[src/sv/red_black_laplace_relaxation_assert.svh]
// ----------------------------------------------------------------------------
// Assertion macros for the red-black Laplace relaxation block
// Clocked on clk, disabled while arst_n is low.
// ----------------------------------------------------------------------------
`ifndef RED_BLACK_LAPLACE_RELAXATION_ASSERT_SVH
`define RED_BLACK_LAPLACE_RELAXATION_ASSERT_SVH

// Same-cycle implication
`define RBL_ASSERT_IMP(lbl, ante, cons, msg) \
	lbl: assert property (@(posedge clk) disable iff (!arst_n) (ante) |-> (cons)) \
		else $error(msg);

// Next-cycle implication
`define RBL_ASSERT_NXT(lbl, ante, cons, msg) \
	lbl: assert property (@(posedge clk) disable iff (!arst_n) (ante) |=> (cons)) \
		else $error(msg);

`endif

[src/sv/rbl_pkg.sv]
// ----------------------------------------------------------------------------
// rbl_pkg
// Shared types and constants of the red-black Laplace relaxation block.
// ----------------------------------------------------------------------------
package rbl_pkg;

	// stream payload widths
	localparam int IN_TDATA_W  = 48;
	localparam int OUT_TDATA_W = 32;
	localparam int IN_TUSER_W  = 2;

	// input tdata field positions
	localparam int ROW_LSB  = 0;
	localparam int COL_LSB  = 6;
	localparam int CELL_LSB = 12;
	localparam int COORD_W  = 6;
	localparam int CELL_W   = 32;

	// configuration registers
	localparam int GSIZE_W    = 7;
	localparam int SWEEP_W    = 16;
	localparam int CFG_DATA_W = 16;
	localparam logic CFG_GRID_SIZE   = 1'b0;
	localparam logic CFG_SWEEP_COUNT = 1'b1;
	localparam logic [GSIZE_W-1:0] GRID_SIZE_RST   = 7'd64;
	localparam logic [SWEEP_W-1:0] SWEEP_COUNT_RST = 16'd1;

	// operation codes
	localparam logic [1:0] OP_WRITE = 2'd0;
	localparam logic [1:0] OP_RUN   = 2'd1;
	localparam logic [1:0] OP_READ  = 2'd2;

	typedef enum logic [2:0] {
		S_IDLE,
		S_WRITE,
		S_READ,
		S_CELL,
		S_LR,
		S_SUM,
		S_WB,
		S_RESP
	} rbl_state_t;

	// controller to datapath
	typedef struct packed {
		logic capture;
		logic run_init;
		logic wr_cell;
		logic rd_cell;
		logic rd_ud;
		logic rd_lr;
		logic sum_ud;
		logic sum_all;
		logic wb;
		logic advance;
		logic out_load;
	} rbl_cmd_t;

	// datapath to controller
	typedef struct packed {
		logic run_empty;
		logic cell_odd;
		logic scan_end;
		logic out_free;
	} rbl_status_t;

endpackage

[src/sv/rbl_dp.sv]
// ----------------------------------------------------------------------------
// rbl_dp
// Datapath: configuration registers, request capture, run iterators,
// neighbour address generation, quarter-sum adder and output register.
// ----------------------------------------------------------------------------
module rbl_dp
	import rbl_pkg::*;
#(
	parameter int GRID_MAX    = 64,
	parameter int VALUE_WIDTH = 32
) (
	input  logic                       clk,
	input  logic                       arst_n,
	input  logic [IN_TDATA_W-1:0]      s_tdata,
	input  logic [IN_TUSER_W-1:0]      s_tuser,
	input  logic                       cfg_we,
	input  logic                       cfg_index,
	input  logic [CFG_DATA_W-1:0]      cfg_wdata,
	input  rbl_cmd_t                   cmd,
	output rbl_status_t                status,
	output logic                       ram_we,
	output logic [2*$clog2(GRID_MAX)-1:0] ram_waddr,
	output logic [VALUE_WIDTH-1:0]     ram_wdata,
	output logic                       ram_re,
	output logic [2*$clog2(GRID_MAX)-1:0] ram_raddr_a,
	output logic [2*$clog2(GRID_MAX)-1:0] ram_raddr_b,
	input  logic [VALUE_WIDTH-1:0]     ram_rdata_a,
	input  logic [VALUE_WIDTH-1:0]     ram_rdata_b,
	output logic                       m_tvalid,
	input  logic                       m_tready,
	output logic [OUT_TDATA_W-1:0]     m_tdata,
	output logic [0:0]                 m_tuser
);

	localparam int CW = $clog2(GRID_MAX);
	localparam int VW = VALUE_WIDTH;

	logic [GSIZE_W-1:0] grid_size_q;
	logic [SWEEP_W-1:0] sweep_count_q;
	logic [GSIZE_W-1:0] eff;
	logic               inside_in;

	logic [COORD_W-1:0] row_q, col_q;
	logic [VW-1:0]      cell_q;
	logic               inside_q, is_run_q;

	logic [SWEEP_W-1:0] k_q;
	logic [CW-1:0]      srow_q, scol_q;
	logic               last_col, last_row, last_sweep;

	logic [VW:0]        ud_q;
	logic [VW+1:0]      total;
	logic [VW-1:0]      res_q;

	logic               m_tvalid_q;
	logic [OUT_TDATA_W-1:0] m_tdata_q;
	logic               m_tuser_q;

	// configuration registers
	always_ff @(posedge clk or negedge arst_n) begin
		if (!arst_n) begin
			grid_size_q   <= GRID_SIZE_RST;
			sweep_count_q <= SWEEP_COUNT_RST;
		end else if (cfg_we) begin
			case (cfg_index)
				CFG_GRID_SIZE:   grid_size_q   <= cfg_wdata[GSIZE_W-1:0];
				CFG_SWEEP_COUNT: sweep_count_q <= cfg_wdata[SWEEP_W-1:0];
				default: ;
			endcase
		end
	end

	// effective grid size and bounds check of the request coordinates
	assign eff = (32'(grid_size_q) > GRID_MAX) ? GSIZE_W'(GRID_MAX) : grid_size_q;
	assign inside_in = ({1'b0, s_tdata[ROW_LSB +: COORD_W]} < eff)
		&& ({1'b0, s_tdata[COL_LSB +: COORD_W]} < eff);

	// request capture
	always_ff @(posedge clk or negedge arst_n) begin
		if (!arst_n) begin
			inside_q <= 1'b0;
			is_run_q <= 1'b0;
		end else if (cmd.capture) begin
			inside_q <= inside_in;
			is_run_q <= (s_tuser == OP_RUN);
		end
	end

	always_ff @(posedge clk) begin
		if (cmd.capture) begin
			row_q  <= s_tdata[ROW_LSB +: COORD_W];
			col_q  <= s_tdata[COL_LSB +: COORD_W];
			cell_q <= VW'($signed(s_tdata[CELL_LSB +: CELL_W]));
		end
	end

	// run iterators: half-sweep, row and column over the interior
	assign last_col   = 32'(scol_q) == 32'(eff) - 32'd2;
	assign last_row   = 32'(srow_q) == 32'(eff) - 32'd2;
	assign last_sweep = k_q == sweep_count_q - SWEEP_W'(1);

	always_ff @(posedge clk or negedge arst_n) begin
		if (!arst_n) begin
			k_q    <= '0;
			srow_q <= '0;
			scol_q <= '0;
		end else if (cmd.run_init) begin
			k_q    <= '0;
			srow_q <= CW'(1);
			scol_q <= CW'(1);
		end else if (cmd.advance) begin
			if (last_col) begin
				scol_q <= CW'(1);
				if (last_row) begin
					srow_q <= CW'(1);
					k_q    <= k_q + SWEEP_W'(1);
				end else begin
					srow_q <= srow_q + CW'(1);
				end
			end else begin
				scol_q <= scol_q + CW'(1);
			end
		end
	end

	assign status.run_empty = (sweep_count_q == '0) || (eff < GSIZE_W'(3));
	assign status.cell_odd  = srow_q[0] ^ scol_q[0] ^ k_q[0];
	assign status.scan_end  = last_col && last_row && last_sweep;
	assign status.out_free  = !m_tvalid_q || m_tready;

	// memory addressing: cell request, or neighbours of the scan cell
	assign ram_re = cmd.rd_cell || cmd.rd_ud || cmd.rd_lr;

	always_comb begin
		if (cmd.rd_ud) begin
			ram_raddr_a = {srow_q - CW'(1), scol_q};
			ram_raddr_b = {srow_q + CW'(1), scol_q};
		end else if (cmd.rd_lr) begin
			ram_raddr_a = {srow_q, scol_q - CW'(1)};
			ram_raddr_b = {srow_q, scol_q + CW'(1)};
		end else begin
			ram_raddr_a = {CW'(row_q), CW'(col_q)};
			ram_raddr_b = {CW'(row_q), CW'(col_q)};
		end
	end

	assign ram_we = (cmd.wr_cell && inside_q) || cmd.wb;

	always_comb begin
		if (cmd.wb) begin
			ram_waddr = {srow_q, scol_q};
			ram_wdata = res_q;
		end else begin
			ram_waddr = {CW'(row_q), CW'(col_q)};
			ram_wdata = cell_q;
		end
	end

	// quarter sum: up+down first, then add left and right and drop two bits
	assign total = {ud_q[VW], ud_q}
		+ {{2{ram_rdata_a[VW-1]}}, ram_rdata_a}
		+ {{2{ram_rdata_b[VW-1]}}, ram_rdata_b};

	always_ff @(posedge clk) begin
		if (cmd.sum_ud) begin
			ud_q <= {ram_rdata_a[VW-1], ram_rdata_a} + {ram_rdata_b[VW-1], ram_rdata_b};
		end
		if (cmd.sum_all) begin
			res_q <= total[VW+1:2];
		end
	end

	// output register
	always_ff @(posedge clk or negedge arst_n) begin
		if (!arst_n) begin
			m_tvalid_q <= 1'b0;
		end else if (cmd.out_load) begin
			m_tvalid_q <= 1'b1;
		end else if (m_tready) begin
			m_tvalid_q <= 1'b0;
		end
	end

	always_ff @(posedge clk) begin
		if (cmd.out_load) begin
			m_tuser_q <= is_run_q;
			if (is_run_q || !inside_q) begin
				m_tdata_q <= '0;
			end else begin
				m_tdata_q <= OUT_TDATA_W'(ram_rdata_a);
			end
		end
	end

	assign m_tvalid = m_tvalid_q;
	assign m_tdata  = m_tdata_q;
	assign m_tuser  = m_tuser_q;

endmodule

[config.mk]
export PLATFORM = sky130hd
export DESIGN_NAME = rbl_dp
export DESIGN_NICKNAME = d
export VERILOG_FILES = /design/src/sv/red_black_laplace_relaxation_assert.svh /design/src/sv/rbl_pkg.sv /design/src/sv/rbl_dp.sv
export SDC_FILE = /design/constraint.sdc
export NUM_CORES = 1
export LEC_CHECK = 0
export ABC_CLOCK_PERIOD_IN_PS = 7550
export BUFFER_PORTS_ARGS = -buffer_cell sky130_fd_sc_hd__buf_2
export CAP_MARGIN = 5
export CELL_PAD_IN_SITES_DETAIL_PLACEMENT = 0
export CELL_PAD_IN_SITES_GLOBAL_PLACEMENT = 1
export CORE_MARGIN = 3
export CORE_UTILIZATION = 39
export CTS_CLUSTER_SIZE = 40
export DETAILED_ROUTE_END_ITERATION = 16
export GPL_TIMING_DRIVEN = 0
export PLACE_DENSITY_LB_ADDON = 0.1
export SLEW_MARGIN = 0
export SYNTH_ARGS = -nofsm -noshare
export SYNTH_HDL_FRONTEND = slang
export SYNTH_SLANG_ARGS = --single-unit
[constraint.sdc]
create_clock -name clk -period 7.55 [get_ports clk]
set_input_delay 0.3775 -clock clk [delete_from_list [all_inputs] [get_ports clk]]
set_output_delay 0.3775 -clock clk [all_outputs]
set_load 0.05 [all_outputs]
==> summary.md <==
| Metric | Value |
|---|---|
| Logic pwr share | 38.8% |
| Drc violations | 0 |
| Full die area | 35720 sq um |
| Syn Inst Count | 1208 |
| Core area | 32780 sq um |
| Post-CTS setup buffer count | 0 |
| Async SR Flop Fraction | 27.55% |
| Switch share | 39.21% |
| Worst-Margin Slew | 1.192 ns |
| Antenna violations before repair | 3 |
| Internal cell power | 2.431 mW |
| Initial Util | 39.84% |
| Mux cell area share after synthesis | 6.246% |
| Post-synthesis compound-gate area fraction | 14.15% |
| Arrival @ worst endpoint | 4.38 ns |
| Antenna-violating nets left | 0 |
| DIE HEIGHT | 189.0 um |
| Vias in the first global route | 10500 |
| Synth Net Count | 1470 |
| Final min period | 4.760 ns |
| Area share of and/or/nand/nor cells after synthesis | 14.22% |
| Post-synthesis sequential area ratio | 43.01% |
| Layout Nets | 1734 |
| CTS tree | yes |
| Maximum fanout along the worst path | 10 |
| FF-to-FF Start | ud_q[1]$_DFFE_PP_ |
| Max Clock Skew | 0.009491 ns |
| Initial DRT Pass Iterations | 5 |
| Slew HR | 20.51% |
| Final core occ | 47.21% |
| DR WL/cell | 18.62 um |
| HPWL Detailed | 28.36 mm |
| Place WS | 3.172 ns |
| Post-CTS resize count | 0 |
| WS Path Type | reg -> out |
| Yosys warns | 0 |
| Static leakage | 6.500 nW |
| Reg power frac | 37.0% |
| Period Utilization, post-route | 63.05% |
| Total Neg Setup Slack | 0 ns |
| # H-tree levels | 4 |
| Status | finished, violations left |
| Clock Pin Slew Worst Setup and Hold Paths | 0.08 ns |
| Most frequent cells in the layout | 246 x buf_2, 142 x edfxtp_1, 89 x a21oi_1, 89 x nor2_1, 82 x ha_1 |
| Synth Area in Adders | 13.07% |
| Register bit total from synthesis | 196 |
| Slew Limit Fails | 0 |
| Setup ws final | 2.790 ns |
| Post-Synth XOR/XNOR Area | 6.648% |
| Clk buf depth | 2 |
| Worst VDD drop | 169.0 uV |
| Final hold vios | 23 |
| Synth-to-layout area growth | 18.49% |
| Io pins | 254 |
| Commonest non-fill, non-tap cell in the layout | buf_2 |
| Endpoint type of the worst setup path | output pin |
| Startpoint types | register |
| Global-route usage over all layers | 20.12% |
| Failing checks | hold timing |
| Largest family of logic cells by synthesized area | simple AND/OR/NAND/NOR gates |
| Final WL | 35.92 mm |
| Layout cells sized above 1 | 24.65% |
| Fmax | 210.1 MHz |
| Worst Hold Slack | -0.03108 ns |
| Synth Flop Type | edfxtp_1 |
| Hold Buf Count CTS | 0 |
| Worst flop-to-flop path endpoint | res_q[31]$_DFFE_PP_ |
| Setup violations, final | 0 |
| X dimension of the die | 189.0 um |
| RSZ-0062 raised after global routing | no |
| P_sw | 1.568 mW |
| Clk root buf | clkbuf_16 |
| Total gr overflow | 0 |
| Syn_area_per_cell | 10.81 sq um |
| Starting DRT DRC Count | 542 |
| Largest net degree at the start of global routing | 55 |
| RD Place Congestion | 0.8227 |
| Via density | 5.257 |
| Routed via count | 10140 |
| Reg2Reg Depth | 12 |
| Clk_lat worst skew | 0.45 ns |
| IO buf count | 245 |
| Synth cell types | 77 |
| Global-route wire length before repair | 56.79 mm |
| Critical Path RT | 7.17 ns |
| Min-delay worst type | in -> async |
| Synthesized area | 13060 sq um |
| PwrDens | 258.4 nW/um^2 |
| Row Count | 66 |
| Sink Count | 196 |
| Clk pwr share | 24.2% |
| Number of synthesized flops with an enable pin | 142 |
| CTS buffer count | 17 |
| FF-to-FF setup slack | 3.52 ns |
| Maxcap violations | 0 |
[worst max-delay path: stages, from the launching register on]
cell,delay (ns)
dfstp_2,0.59
clkbuf_1,0.37
nand2b_1,0.27
ha_1,0.32
or4b_2,0.62
o211ai_2,0.13
xor2_1,0.13
nor4_4,0.57
nand4b_1,0.24
nor4_1,0.37
buf_2,0.32
[area by class of cell]
type,instances,area [sq um]
Clock buffer,18,450.4
Sequential cell,196,5618
Tap cell,442,553.0
Antenna cell,2,5.005
Inverter,33,123.9
Multi-Input combinational cell,926,7096
Fill cell,3200,17310
Clock inverter,14,177.7
Buffer,53,224.0
Timing Repair Buffer,245,1229
[cells by family (layout without fill, tap and decap cells)]
group                    after synthesis  after routing
buffers and inverters                 86            363
adder cells (fa/ha/maj)              116            116
flip-flops                           196            196
other                                  0              2
AO/OA/AOI/OAI                        286            286
XOR/XNOR                              96             96
multiplexers                          73             73
AND/OR/NAND/NOR                      355            355
[synth_stat cells (all sizes together) (4+ instances only)]
cell / instances / area share (%)
o21bai: 6 / 0.34
nor4: 10 / 0.71
buf: 8 / 0.42
nor2: 89 / 2.6
o21a: 16 / 0.92
and2: 34 / 1.6
edfxtp: 142 / 33
a41oi: 4 / 0.27
or3: 14 / 0.67
o22ai: 5 / 0.24
a21o: 36 / 2.1
a311oi: 6 / 0.40
nand3b: 9 / 0.61
xnor2: 58 / 3.9
a22oi: 5 / 0.29
xor2: 36 / 2.4
ha: 82 / 7.9
o22a: 6 / 0.40
nand2b: 18 / 0.86
o21ai: 46 / 1.8
nor3: 23 / 0.97
mux2: 68 / 5.9
and3: 18 / 0.86
nand4: 11 / 0.53
inv: 32 / 0.92
nand2: 70 / 2.0
a31oi: 22 / 1.1
a211oi: 7 / 0.40
clkbuf: 45 / 1.3
o311ai: 4 / 0.27
nor2b: 11 / 0.53
fa: 34 / 5.2
nand3: 32 / 1.2
dfrtp: 52 / 10
mux2i: 5 / 0.38
a21oi: 89 / 3.4
[registers in the layout, summed over array words and instances (netlist names)]
register and count:
row_q 6, m_tvalid 1, ud_q 33, is_run_q 1
col_q 6, grid_size_q 7, inside_q 1, srow_q 6
k_q 16, res_q 32, scol_q 6, cell_q 32
m_tdata 32, m_tuser 1, sweep_count_q 16
[worst max path at each step]
| stage | cells after the start | start | endpoint |
|---|---|---|---|
| 6_report | 10 | grid_size_q[6]$_DFFE_PN1P_ | status[1] |
| 4_1_cts | 10 | grid_size_q[6]$_DFFE_PN1P_ | status[1] |
| 2_1_floorplan | 9 | grid_size_q[6]$_DFFE_PN1P_ | status[1] |
| 3_5_place_dp | 10 | grid_size_q[6]$_DFFE_PN1P_ | status[1] |
| 5_1_grt | 10 | grid_size_q[6]$_DFFE_PN1P_ | status[1] |
| 3_3_place_gp | 10 | grid_size_q[6]$_DFFE_PN1P_ | status[1] |
[stage by stage]
step | power, mW | hold slack (ns) | std cells | instance area (sq um)
CTS | 4.046 | 0.06599 | 1927 | 15470
detailed placement | 3.063 | 0.4704 | 1895 | 14840
global route | 4.243 | 0.02002 | 1929 | 15480
floorplan | 2.620 | 0.08191 | 1208 | 13060
finish | 3.999 | -0.03108 | 1929 | 15480
global placement | 3.050 | 0.4605 | 1895 | 14840
[per-layer routing]
metal	up-vias	share of wire, %	global-route usage, %
met3	35	3.9	3.685
met4	2	1.7	5.643
met2	197	50	34.92
li1	4995	-	-
met1	4911	44	25.79
met5	-	0.056	0
[power by group through the flow]
stage	Combinational [mW]	Clock [mW]	Sequential [mW]
6_report	1.55	0.968	1.48
5_1_grt	1.71	1.04	1.49
4_1_cts	1.57	0.998	1.48
3_5_place_dp	1.56	0	1.50
3_3_place_gp	1.55	0	1.50
2_1_floorplan	1.10	0	1.52
Power figures use the tool's default switching activity.
