`src/sv/red_black_laplace_relaxation_assert.svh`:
```
// ----------------------------------------------------------------------------
// Assertion macros for the red-black Laplace relaxation block
// Clocked on clk, disabled while arst_n is low.
// ----------------------------------------------------------------------------
`ifndef RED_BLACK_LAPLACE_RELAXATION_ASSERT_SVH
`define RED_BLACK_LAPLACE_RELAXATION_ASSERT_SVH

// Same-cycle implication
`define RBL_ASSERT_IMP(lbl, ante, cons, msg) \
	lbl: assert property (@(posedge clk) disable iff (!arst_n) (ante) |-> (cons)) \
		else $error(msg);

// Next-cycle implication
`define RBL_ASSERT_NXT(lbl, ante, cons, msg) \
	lbl: assert property (@(posedge clk) disable iff (!arst_n) (ante) |=> (cons)) \
		else $error(msg);

`endif

```
`src/sv/rbl_pkg.sv`:
```
// ----------------------------------------------------------------------------
// rbl_pkg
// Shared types and constants of the red-black Laplace relaxation block.
// ----------------------------------------------------------------------------
package rbl_pkg;

	// stream payload widths
	localparam int IN_TDATA_W  = 48;
	localparam int OUT_TDATA_W = 32;
	localparam int IN_TUSER_W  = 2;

	// input tdata field positions
	localparam int ROW_LSB  = 0;
	localparam int COL_LSB  = 6;
	localparam int CELL_LSB = 12;
	localparam int COORD_W  = 6;
	localparam int CELL_W   = 32;

	// configuration registers
	localparam int GSIZE_W    = 7;
	localparam int SWEEP_W    = 16;
	localparam int CFG_DATA_W = 16;
	localparam logic CFG_GRID_SIZE   = 1'b0;
	localparam logic CFG_SWEEP_COUNT = 1'b1;
	localparam logic [GSIZE_W-1:0] GRID_SIZE_RST   = 7'd64;
	localparam logic [SWEEP_W-1:0] SWEEP_COUNT_RST = 16'd1;

	// operation codes
	localparam logic [1:0] OP_WRITE = 2'd0;
	localparam logic [1:0] OP_RUN   = 2'd1;
	localparam logic [1:0] OP_READ  = 2'd2;

	typedef enum logic [2:0] {
		S_IDLE,
		S_WRITE,
		S_READ,
		S_CELL,
		S_LR,
		S_SUM,
		S_WB,
		S_RESP
	} rbl_state_t;

	// controller to datapath
	typedef struct packed {
		logic capture;
		logic run_init;
		logic wr_cell;
		logic rd_cell;
		logic rd_ud;
		logic rd_lr;
		logic sum_ud;
		logic sum_all;
		logic wb;
		logic advance;
		logic out_load;
	} rbl_cmd_t;

	// datapath to controller
	typedef struct packed {
		logic run_empty;
		logic cell_odd;
		logic scan_end;
		logic out_free;
	} rbl_status_t;

endpackage

```
`src/sv/rbl_ctrl.sv`:
```
// ----------------------------------------------------------------------------
// rbl_ctrl
// Sequencer: takes requests, steps the datapath through writes, reads and
// the per-cell read/add/write-back of a run, and hands off results.
// ----------------------------------------------------------------------------
`include "red_black_laplace_relaxation_assert.svh"

module rbl_ctrl
	import rbl_pkg::*;
(
	input  logic        clk,
	input  logic        arst_n,
	input  logic        s_tvalid,
	input  logic [1:0]  op,
	output logic        s_tready,
	input  rbl_status_t status,
	output rbl_cmd_t    cmd
);

	rbl_state_t state_q, state_d;
	logic       accept;

	assign s_tready = (state_q == S_IDLE);
	assign accept   = s_tvalid && s_tready;

	// state register
	always_ff @(posedge clk or negedge arst_n) begin
		if (!arst_n) begin
			state_q <= S_IDLE;
		end else begin
			state_q <= state_d;
		end
	end

	// next state
	always_comb begin
		state_d = state_q;
		unique case (state_q)
			S_IDLE: begin
				if (accept) begin
					unique case (op)
						OP_WRITE: state_d = S_WRITE;
						OP_RUN:   state_d = status.run_empty ? S_RESP : S_CELL;
						OP_READ:  state_d = S_READ;
						default:  state_d = S_IDLE;
					endcase
				end
			end
			S_WRITE: state_d = S_IDLE;
			S_READ:  state_d = S_RESP;
			S_CELL: begin
				if (status.cell_odd) begin
					state_d = S_LR;
				end else if (status.scan_end) begin
					state_d = S_RESP;
				end
			end
			S_LR:  state_d = S_SUM;
			S_SUM: state_d = S_WB;
			S_WB:  state_d = status.scan_end ? S_RESP : S_CELL;
			S_RESP: begin
				if (status.out_free) begin
					state_d = S_IDLE;
				end
			end
			default: state_d = S_IDLE;
		endcase
	end

	// command outputs
	always_comb begin
		cmd = '0;
		unique case (state_q)
			S_IDLE: begin
				cmd.capture  = accept;
				cmd.run_init = accept && (op == OP_RUN);
			end
			S_WRITE: cmd.wr_cell = 1'b1;
			S_READ:  cmd.rd_cell = 1'b1;
			S_CELL: begin
				cmd.rd_ud   = status.cell_odd;
				cmd.advance = !status.cell_odd;
			end
			S_LR: begin
				cmd.rd_lr  = 1'b1;
				cmd.sum_ud = 1'b1;
			end
			S_SUM: cmd.sum_all = 1'b1;
			S_WB: begin
				cmd.wb      = 1'b1;
				cmd.advance = 1'b1;
			end
			S_RESP: cmd.out_load = status.out_free;
			default: cmd = '0;
		endcase
	end

	// assertions
	`RBL_ASSERT_IMP(a_lr_after_odd_cell, state_q == S_LR,
		$past(state_q) == S_CELL && $past(status.cell_odd), "LR step without odd cell")
	`RBL_ASSERT_IMP(a_wb_after_sum, cmd.wb, $past(cmd.sum_all), "write-back without sum")
	`RBL_ASSERT_NXT(a_end_to_resp, cmd.advance && status.scan_end, state_q == S_RESP,
		"run end not reported")

endmodule

```
`config.mk`:
```
export PLATFORM = sky130hd
export DESIGN_NAME = rbl_ctrl
export DESIGN_NICKNAME = d
export VERILOG_FILES = /design/src/sv/rbl_pkg.sv /design/src/sv/rbl_ctrl.sv
export VERILOG_INCLUDE_DIRS = /design/src /design/src/sv
export SDC_FILE = /design/constraint.sdc
export NUM_CORES = 1
export LEC_CHECK = 0
export BUFFER_PORTS_ARGS = -buffer_cell sky130_fd_sc_hd__buf_4
export CORE_AREA = 2 2 39 41
export CTS_CLUSTER_SIZE = 24
export DETAILED_ROUTE_END_ITERATION = 6
export DIE_AREA = 0 0 41 43
export PLACE_DENSITY = 0.55
export SLEW_MARGIN = 20
export SYNTH_ARGS = -nofsm -noshare
export SYNTH_HDL_FRONTEND = slang
export SYNTH_SLANG_ARGS = --single-unit
export TNS_END_PERCENT = 20
```
`constraint.sdc`:
```
create_clock -name clk -period 1.68 [get_ports clk]
set_input_delay 0.084 -clock clk [delete_from_list [all_inputs] [get_ports clk]]
set_output_delay 0.084 -clock clk [all_outputs]
set_load 0.02 [all_outputs]
```
==> metrics, run 1 <==
DR WL/cell 9.880 µm; CP peak stage delay 0.55 ns; commonest non-fill, non-tap cell in the layout buf_4; post-synth top area cell dfrtp_1; Clock Tree Root clkbuf_4; IO buf count 20; DP HPWL 711.8 µm; die extent in x 41 µm; RSZ-0062 raised after global routing no; CTS clk-pin slew, worst paths 0.04 ns; drt total wl 909 µm; Tot GR Track Use 12.85%; Bufs on Longest Clock Path 2; clk sink count 3; DR DRC count 0; Final Wtd Congestion 0.6937; DRT antenna net count 0; Layout Nets 89; PostCTS Resize Cnt 0; minimum clock period 1.516 ns; Die Y-Extent 43 µm; Fin Clk Skew 0.001140 ns; pwr/cell area 1580 mW/mm²; vias 438; Slew Viols, Final 0; status finished, final reports clean; CP startpoint kind register; drt pass-1 iters 3; Req. time, crit path 1.60 ns; Syn-to-layout area delta 41.21%; final setup fails 0; synthesized netlist cell count 56; cts hold-fix bufs 1; endpoint class of the critical path primary output; buffers inserted by post-CTS timing repair 0; #FFs+latches synth 3; R2R cell count 4; CP max-delay cell dfrtp_1; max_slew headroom 67.07%; Synth top area share 18.18%; Synth Area per Inst 7.373 µm²; maxcap violations 0; Critical Path, Cell by Cell nor3_2 > and3_1 > buf_4; total power 921.3 µW; Worst-Margin Slew 0.4939 ns; register area share after synthesis 18.18%; share of layout cells above drive strength 1 35.53%; I/O pin total 21; GRT overflow 0; Die ar. 0.001763 mm²; maximum clock rate 0.6595 GHz; period utilization 90.26%; Setup TNS Final 0 ns; Site Rows 14; critical path type register to primary output; Reg with most FFs state_q; HP Class primary input to async pin; drt initial violations 8; Netlist Area Pre-Place 412.9 µm²; starting density of the core 29.84%; vias in the first global route 390; Yosys warning count 0; later-pin clock latency in the skew report 0.23 ns; Antenna Diode Count 0; leak pwr 0.0002877 µW; crit path DAT 1.43 ns; vias per inst 4.761; max reg flops 3; peak supply drop 0.4490 mV; CORE AREA 0.001384 mm²; first-pass GRT wire length 1545 µm; largest net degree at the start of global routing 18; Synth cell types 27; Largest regs state_q: 3 flops; crit path max fanout 17; final count of hold timing violations 0; CTS buffer count 3; main area contributors after synthesis dfrtp_1 18%, ha_1 9.1%, nor3b_1 7.3%, nand2_1 6.4%, nor2_1 6.4%; initial antenna violation count 0; syn_nets 68; H-tree Lvls 1; CTS tree built; commonest non-fill, non-tap cells in the layout 20 x buf_4, 7 x nand2_1, 7 x nor2_1, 4 x nor3b_1, 4 x inv_1
-- worst max-delay path, delay by kind of cell, from the launching register on --
family                 cells  cell delay [ns]
AND/OR/NAND/NOR            2             0.52
flip-flops                 1             0.55
buffers and inverters      1             0.13
-- where the power goes --
part | switching (µW) | leakage [µW] | internal, µW
Sequential | 137 | 0.0000332 | 106
Clock | 35.7 | 0.0000150 | 88.9
Combinational | 272 | 0.000240 | 283
Total | 444 | 0.000288 | 478
-- per-layer routing --
layer  routed length, µm  track usage, %  vias to the layer above
met4                   0           8.000                        0
met3                  49           3.665                        0
li1                    -               -                      227
met5                   0               0                        -
met2                 433           16.88                       12
met1                 425           17.68                      199
-- cells in the mapped netlist, drive strengths merged --
cell and number:
a21oi 3, a22o 1, a2bb2oi 2, and2 1, and3 1, buf 5, dfrtp 3, ha 3
inv 5, mux2i 1, nand2 7, nand2b 2, nand3 1, nor2 8, nor2b 1, nor3 3
nor3b 4, o211ai 2, o21ai 1, o41a 1, xnor2 1
-- stage by stage --
step                      utilization, %  worst slack, ns  hold WS [ns]  area (µm²)  std cells
final                              42.13           0.1636        0.1760       583.1         92
after global routing               42.13          0.04198        0.1905       583.1         92
after CTS                          42.13           0.1532        0.1699       583.1         92
after detailed placement           39.51           0.2974       -0.1237       546.8         87
after global placement             39.51           0.3270       -0.1233       546.8         87
after floorplan                        -           0.1211       -0.2116       412.9         56
-- worst paths after layout --
check	start	to	slack (ns)
max in group asynchronous	arst_n	state_q[2]	1.41
min in group clk	status[2]	state_q[0]	0.18
min	arst_n	state_q[1]	0.18
max	state_q[0]	cmd[9]	0.16
max reg2reg	state_q[2]	state_q[1]	0.29
min reg2reg	state_q[1]	state_q[0]	0.79
-- kinds of logic after synthesis --
logic type / after synthesis / synth area share (%)
and+or+nand+nor: 28 / 35.16
AOI/OAI and AO/OA: 10 / 19.09
buffers and inverters: 10 / 13.94
adders and majority gates: 3 / 9.092
DFF: 3 / 18.18
xor gates and xnor gates: 1 / 2.122
muxes: 1 / 2.424
-- area by class of cell --
class	count	area (µm²)
Fill cell	151	800.8
Multi-Input combinational cell	43	280.3
Timing Repair Buffer	21	160.2
Sequential cell	3	75.07
Clock buffer	4	26.28
Inverter	5	21.27
Tap cell	16	20.02
No activity file was read; power rests on OpenSTA's default activity.
==> run 2: changes to the inputs <==
clock period = 1.5 ns   (was 1.68 ns; I/O delays follow)
==> run 2 against run 1 <==
Setup slack worse by 0.062 ns. Clock skew hardly changed. Clock power is 15% higher. Sequential power is 5% higher. Non-clock buffer count is 2 higher. Flip-flop and latch count stayed put. Combinational power is 28% higher.
==> metrics, run 2 (same netlist as run 1, synthesis figures left out) <==
DP HPWL 778.5 µm (+9.4%); GRT Max-Usage Layer met2; Site Rows 14 (unchanged); Worst-Margin Slew 0.3069 ns (-0.1870 ns); crit path max fanout 7 (-10); Critical Path, Cell by Cell buf_4 > nor3_4 > and3_1 > buf_4; setup slack, reg-to-reg 0.26 ns (-0.03 ns); drt initial violations 5 (-3); hold-critical path depth 4; CTS tree built; CP startpoint kind register; CTS clk-pin slew, worst paths 0.04 ns (about the same); I/O pin total 21 (unchanged); max reg flops 3 (unchanged); later-pin clock latency in the skew report 0.23 ns (about the same); Reg with most FFs state_q; CORE AREA 0.001384 mm² (unchanged); GRT overflow 0 (unchanged); minimum clock period 1.398 ns; Req. time, crit path 1.42 ns (-0.18 ns); drt pass-1 iters 2 (-1); maxcap violations 0 (unchanged); critical path type register to primary output; Setup TNS Final 0 ns (unchanged); HP Class primary input to register; commonest non-fill, non-tap cell in the layout buf_4; grt met1 use 15.43% (-2.3 points); number of fillers in the final layout 159 (+5.3%); routing usage on met2 22.19% (+5.3 points); max_slew headroom 79.54% (+12 points); Final Wtd Congestion 0.7179 (+3.5%); Fin Clk Skew 0.001188 ns (+0.00004714 ns); stages on the worst setup path 4 (+1); final count of hold timing violations 0 (unchanged); CTS buffer count 3 (unchanged); Clock Tree Root clkbuf_4; vias in the first global route 423 (+8.5%); worst hold slack 0.1445 ns (-0.03154 ns); peak supply drop 0.5543 mV (+23%); initial antenna violation count 0 (unchanged); Syn-to-layout area delta 48.18%; CP peak stage delay 0.43 ns (-0.12 ns); met3 usage 3.141% (-0.52 points); IO buf count 20 (unchanged); final setup fails 0 (unchanged); cell area after layout 611.8 µm² (+4.9%); fin cells 94 (+2.2%); R2R cell count 3 (-1); crit-path most repeated cell buf_4; maximum clock rate 0.7153 GHz; RSZ-0062 raised after global routing no; delay-heaviest family, CP flip-flops; Slew Viols, Final 0 (unchanged); DRT antenna net count 0 (unchanged); clk sink count 3 (unchanged); crit path DAT 1.32 ns (-0.11 ns); DR WL/cell 10.12 µm (+2.4%); share of layout cells above drive strength 1 41.03% (+5.5 points); Layout Nets 91 (+2.2%); Die ar. 0.001763 mm² (unchanged); vias 433 (-1.1%); drt total wl 951 µm (+4.6%); Crit path buffers/inverters 2 (+1); CP max-delay cell dfrtp_1; H-tree Lvls 1 (unchanged); Tot GR Track Use 13.76% (+0.90 points); leak pwr 0.0002984 µW (+3.7%); first-pass GRT wire length 1649 µm (+6.7%); largest net degree at the start of global routing 17 (-1); endpoint class of the critical path primary output; commonest non-fill, non-tap cells in the layout 22 x buf_4, 7 x nand2_1, 7 x nor2_1, 4 x nor3b_1, 4 x inv_1; status finished, final reports clean; starting density of the core 29.84% (unchanged); vias per inst 4.606 (-3.2%); Antenna Diode Count 0 (unchanged); dpl cell area 566.8 µm² (+3.7%); Bufs on Longest Clock Path 2 (unchanged); pwr/cell area 1810 mW/mm² (+15%); die extent in x 41 µm (unchanged); Inst Count DP 89 (+2.3%); period utilization 93.20%; Largest regs state_q: 3 flops; Die Y-Extent 43 µm (unchanged); DR DRC count 0 (unchanged); buffers inserted by post-CTS timing repair 0 (unchanged)
## run 2: cell type report
| cell class | instances | area, µm² | area share, % |
|---|---|---|---|
| tap | 16 | 20.02 | 3.272 |
| inverter | 5 | 21.27 | 3.476 |
| timing repair buffer | 23 | 175.2 | 28.63 |
| multi-input combinational | 43 | 291.5 | 47.65 |
| clock buffer | 4 | 26.28 | 4.294 |
| sequential | 3 | 77.57 | 12.68 |
## run 2: per-stage QoR
step                utilization (%)  total power, µW  setup WS (ns)
floorplan                         -            754.3        0.08953
global placement              40.96            941.2         0.1996
detailed placement            40.96            946.3         0.1495
CTS                           43.67             1101        0.03599
global route                  44.21             1201        0.01142
finish                        44.21             1108         0.1021
## run 2: worst min-delay path, cell delays in order
cell,delay (ns)
buf_4,0.09
nand2_1,0.06
nand2_1,0.06
a2bb2oi_1,0.05
## run 2: path summary, 6_finish.rpt
| path | start | end |
|---|---|---|
| max in group asynchronous | arst_n | state_q[1] |
| setup / recovery | state_q[2] | cmd[9] |
| min in group asynchronous | arst_n | state_q[0] |
| setup reg to reg | state_q[1] | state_q[1] |
| hold reg to reg | state_q[0] | state_q[0] |
| hold / removal | status[2] | state_q[0] |
## run 2: layer usage
metal	wire, µm	up-vias
li1	-	232
met1	420	186
met2	459	13
met3	57	2
met4	14	0
met5	0	-
## run 2: power by group
| part | switching, µW | internal [µW] | total, µW |
|---|---|---|---|
| clock | 44.5 | 99.9 | 144 |
| combinational | 358 | 351 | 708 |
| sequential | 129 | 126 | 255 |
| total | 532 | 576 | 1110 |
## run 2: what timing repair did
item                                    CTS  global route
pin swaps                                 0             0
endpoints found under the setup margin    1             5
resized for setup                         1             2
hold endpoints to repair                  3             0
hold buffers                              1             0
==> run 3: changes to the inputs <==
ABC_AREA = 1   (was default)
PLACE_DENSITY = 0.51   (was 0.55)
==> run 3 against run 2 <==
Largest cell class unchanged. Synthesized cell count increased by 7.1%. Critical path depth rose by 2. Maximum frequency rose by 2.8%. Global-route usage is 2.5 points lower.
==> metrics, run 3 <==
Worst-Margin Slew 0.2331 ns (-0.07381 ns); CP peak stage delay 0.47 ns (+0.04 ns); Clock Tree Root clkbuf_4; hold-critical path depth 4 (unchanged); Sequential Power Share 21.5% (-1.5 points); Synth top area share 20.69% (+2.5 points); Worst R2R Start state_q[2]; Layout Nets 97 (+6.6%); CTS tree built; R2R cell count 7 (+4); Largest regs state_q: 3 flops; Bufs on Longest Clock Path 2 (unchanged); register area share after synthesis 20.69% (+2.5 points); DR DRC count 0 (unchanged); CP Launch Point state_q[0]; vias in the first global route 350 (-17%); DRT antenna net count 0 (unchanged); share of layout cells above drive strength 1 38.10% (-2.9 points); NetSw 577.4 µW (+8.6%); leak pwr 0.0003352 µW (+12%); GRT overflow 0 (unchanged); later-pin clock latency in the skew report 0.23 ns (about the same); setup slack, reg-to-reg 0.34 ns (+0.08 ns); Post-synth EDFFs 0 (unchanged); hold path startpoint status[0]; max reg flops 3 (unchanged); DP HPWL 687 µm (-12%); CP startpoint kind register; crit-path most repeated cell nand2_1; IO buf count 20 (unchanged); met3 usage 3.141% (unchanged); crit path max fanout 11 (+4); Slew Viols, Final 0 (unchanged); Post-synth top flop dfrtp_1; die extent in x 41 µm (unchanged); main area contributors after synthesis dfrtp_1 21%, nand2_1 14%, inv_1 11%, ha_1 10%, nand3_1 8.3%; DR WL/cell 8.790 µm (-13%); maximum clock rate 0.7356 GHz (+2.8%); synthesized netlist cell count 60 (+7.1%); HP Class primary input to register; I/O pin total 21 (unchanged); Yosys warning count 0 (unchanged); clock power share 12.6% (-0.4 points); #FFs+latches synth 3 (unchanged); CP max-delay cell dfrtp_2; cell area after layout 570.5 µm² (-6.7%); number of fillers in the final layout 158 (-0.63%); Critical Path, Cell by Cell inv_2 > nand2_1 > inv_1 > nand2_1 > nor2_1 > buf_4; grt met1 use 12.99% (-2.4 points); starting density of the core 26.22% (-3.6 points); endpoint class of the critical path primary output; Synth Area per Inst 6.047 µm² (-18%); commonest non-fill, non-tap cell in the layout buf_4; H-tree Lvls 1 (unchanged); crit path DAT 1.28 ns (-0.04 ns); Tot GR Track Use 11.28% (-2.5 points); critical path type register to primary output; drt initial violations 6 (+1); Synth async-reset ratio 100.0% (unchanged); Sw Share 51.71% (+3.7 points); Final Wtd Congestion 0.7492 (+4.4%); Die Y-Extent 43 µm (unchanged); status finished, final reports clean; Comb pwr share 65.9% (+1.9 points); most frequent cells after synthesis 14 x nand2_1, 11 x inv_1, 7 x nor2_1; final worst-path setup slack 0.1406 ns (+0.03855 ns); dpl cell area 518.0 µm² (-8.6%); dpl ws 0.2694 ns (+0.1199 ns); max_slew headroom 84.34% (+4.8 points); Netlist Area Pre-Place 362.8 µm² (-12%); commonest non-fill, non-tap cells in the layout 21 x buf_4, 14 x nand2_1, 10 x inv_1, 7 x nor2_1, 6 x nand3_1; pwr/cell area 1957 mW/mm² (+8.1%); vias per inst 4.460 (-3.2%); Synth cell types 16 (-41%); Reg with most FFs state_q; initial antenna violation count 0 (unchanged); Syn-to-layout area delta 57.24%; final count of hold timing violations 0 (unchanged); final setup fails 0 (unchanged); CTS buffer count 3 (unchanged); Req. time, crit path 1.42 ns (about the same); maxcap violations 0 (unchanged); Site Rows 14 (unchanged); post-synth top area cell dfrtp_1; GRT Max-Usage Layer met2; routing usage on met2 17.81% (-4.4 points); most numerous cell in the Yosys netlist nand2_1; CTS clk-pin slew, worst paths 0.04 ns (about the same); clk sink count 3 (unchanged); peak supply drop 0.5810 mV (+4.8%); CORE AREA 0.001384 mm² (unchanged); Die ar. 0.001763 mm² (unchanged); internal power 539.1 µW (-6.4%); largest net degree at the start of global routing 12 (-5); period utilization 90.62% (-2.6 points); first-pass GRT wire length 1345 µm (-18%); minimum clock period 1.359 ns (-0.03855 ns); drt total wl 879 µm (-7.6%); syn_nets 72 (+5.9%); drt pass-1 iters 4 (+2); Fin Clk Skew 0.001572 ns (+0.0003845 ns); Antenna Diode Count 0 (unchanged); Final Util 41.23% (-3.0 points); vias 446 (+3.0%)
[run 3: cell types whose count changed in the layout (fill, tap and decap cells not counted), sizes merged, moves of 2 or more]
cell	before	now
nand2	7	14
nand3	1	7
nand4	0	2
a21oi	3	0
nor3b	4	0
nand2b	2	0
a2bb2oi	2	0
o211ai	2	0
inv	5	12
[run 3: area by class of cell]
class                      count  area [µm²]  share of cell area [%]
sequential                     3       78.83                   13.82
multi-input combinational     43       232.7                   40.79
tap                           16       20.02                   3.509
timing repair buffer          22       167.7                   29.39
clock buffer                   4       26.28                   4.605
inverter                      12       45.04                   7.895
[run 3: through the flow]
stage / cells / hold WS, ns / power (µW) / TNS, ns
CTS: 99 / 0.1650 / 1077 / 0
detailed placement: 94 / -0.1352 / 926.1 / 0
floorplan: 60 / -0.2206 / 704.8 / 0
global route: 100 / 0.1818 / 1224 / -0.0007442
global placement: 94 / -0.1355 / 933.9 / 0
finish: 100 / 0.1842 / 1116 / 0
[run 3: routing by layer]
layer  vias to the layer above  wire, µm
li1                        237         -
met1                       195       377
met2                        14       440
met3                         0        61
met4                         0         0
met5                         -         0
[run 3: logic make-up (layout without fill, tap and decap cells)]
group,count (synthesis),count (layout),synth area share [%]
buf+inv,14,38,16.55
compound gates,5,5,8.623
fa+ha+maj,3,3,10.35
simple gates,35,35,43.79
flops,3,3,20.69
[run 3: power by group through the flow]
stage / logic, µW / registers [µW] / clock network [µW]
finish: 736 / 240 / 140
global route: 807 / 261 / 156
CTS: 713 / 219 / 146
detailed placement: 706 / 220 / 0
global placement: 713 / 221 / 0
floorplan: 527 / 178 / 0
[run 3: path summary, 6_finish.rpt]
path	end
worst max register to register	state_q[2]
min in group asynchronous	state_q[0]
worst min register to register	state_q[2]
max in group asynchronous	state_q[2]
worst min-delay path	state_q[2]
worst max-delay path	cmd[9]
[run 3: critical path: cells and delay by family, from the launching register on]
family / cells / cell delay, ns
buffers and inverters: 3 / 0.36
and+or+nand+nor: 3 / 0.23
DFF: 1 / 0.47
[run 3: timing repair]
action / CTS / global route
buffers inserted: 0 / 1
hold buffers: 1 / 0
hold endpoints to repair: 3 / 0
gates resized for setup: 0 / 5
setup endpoints to repair: 0 / 3
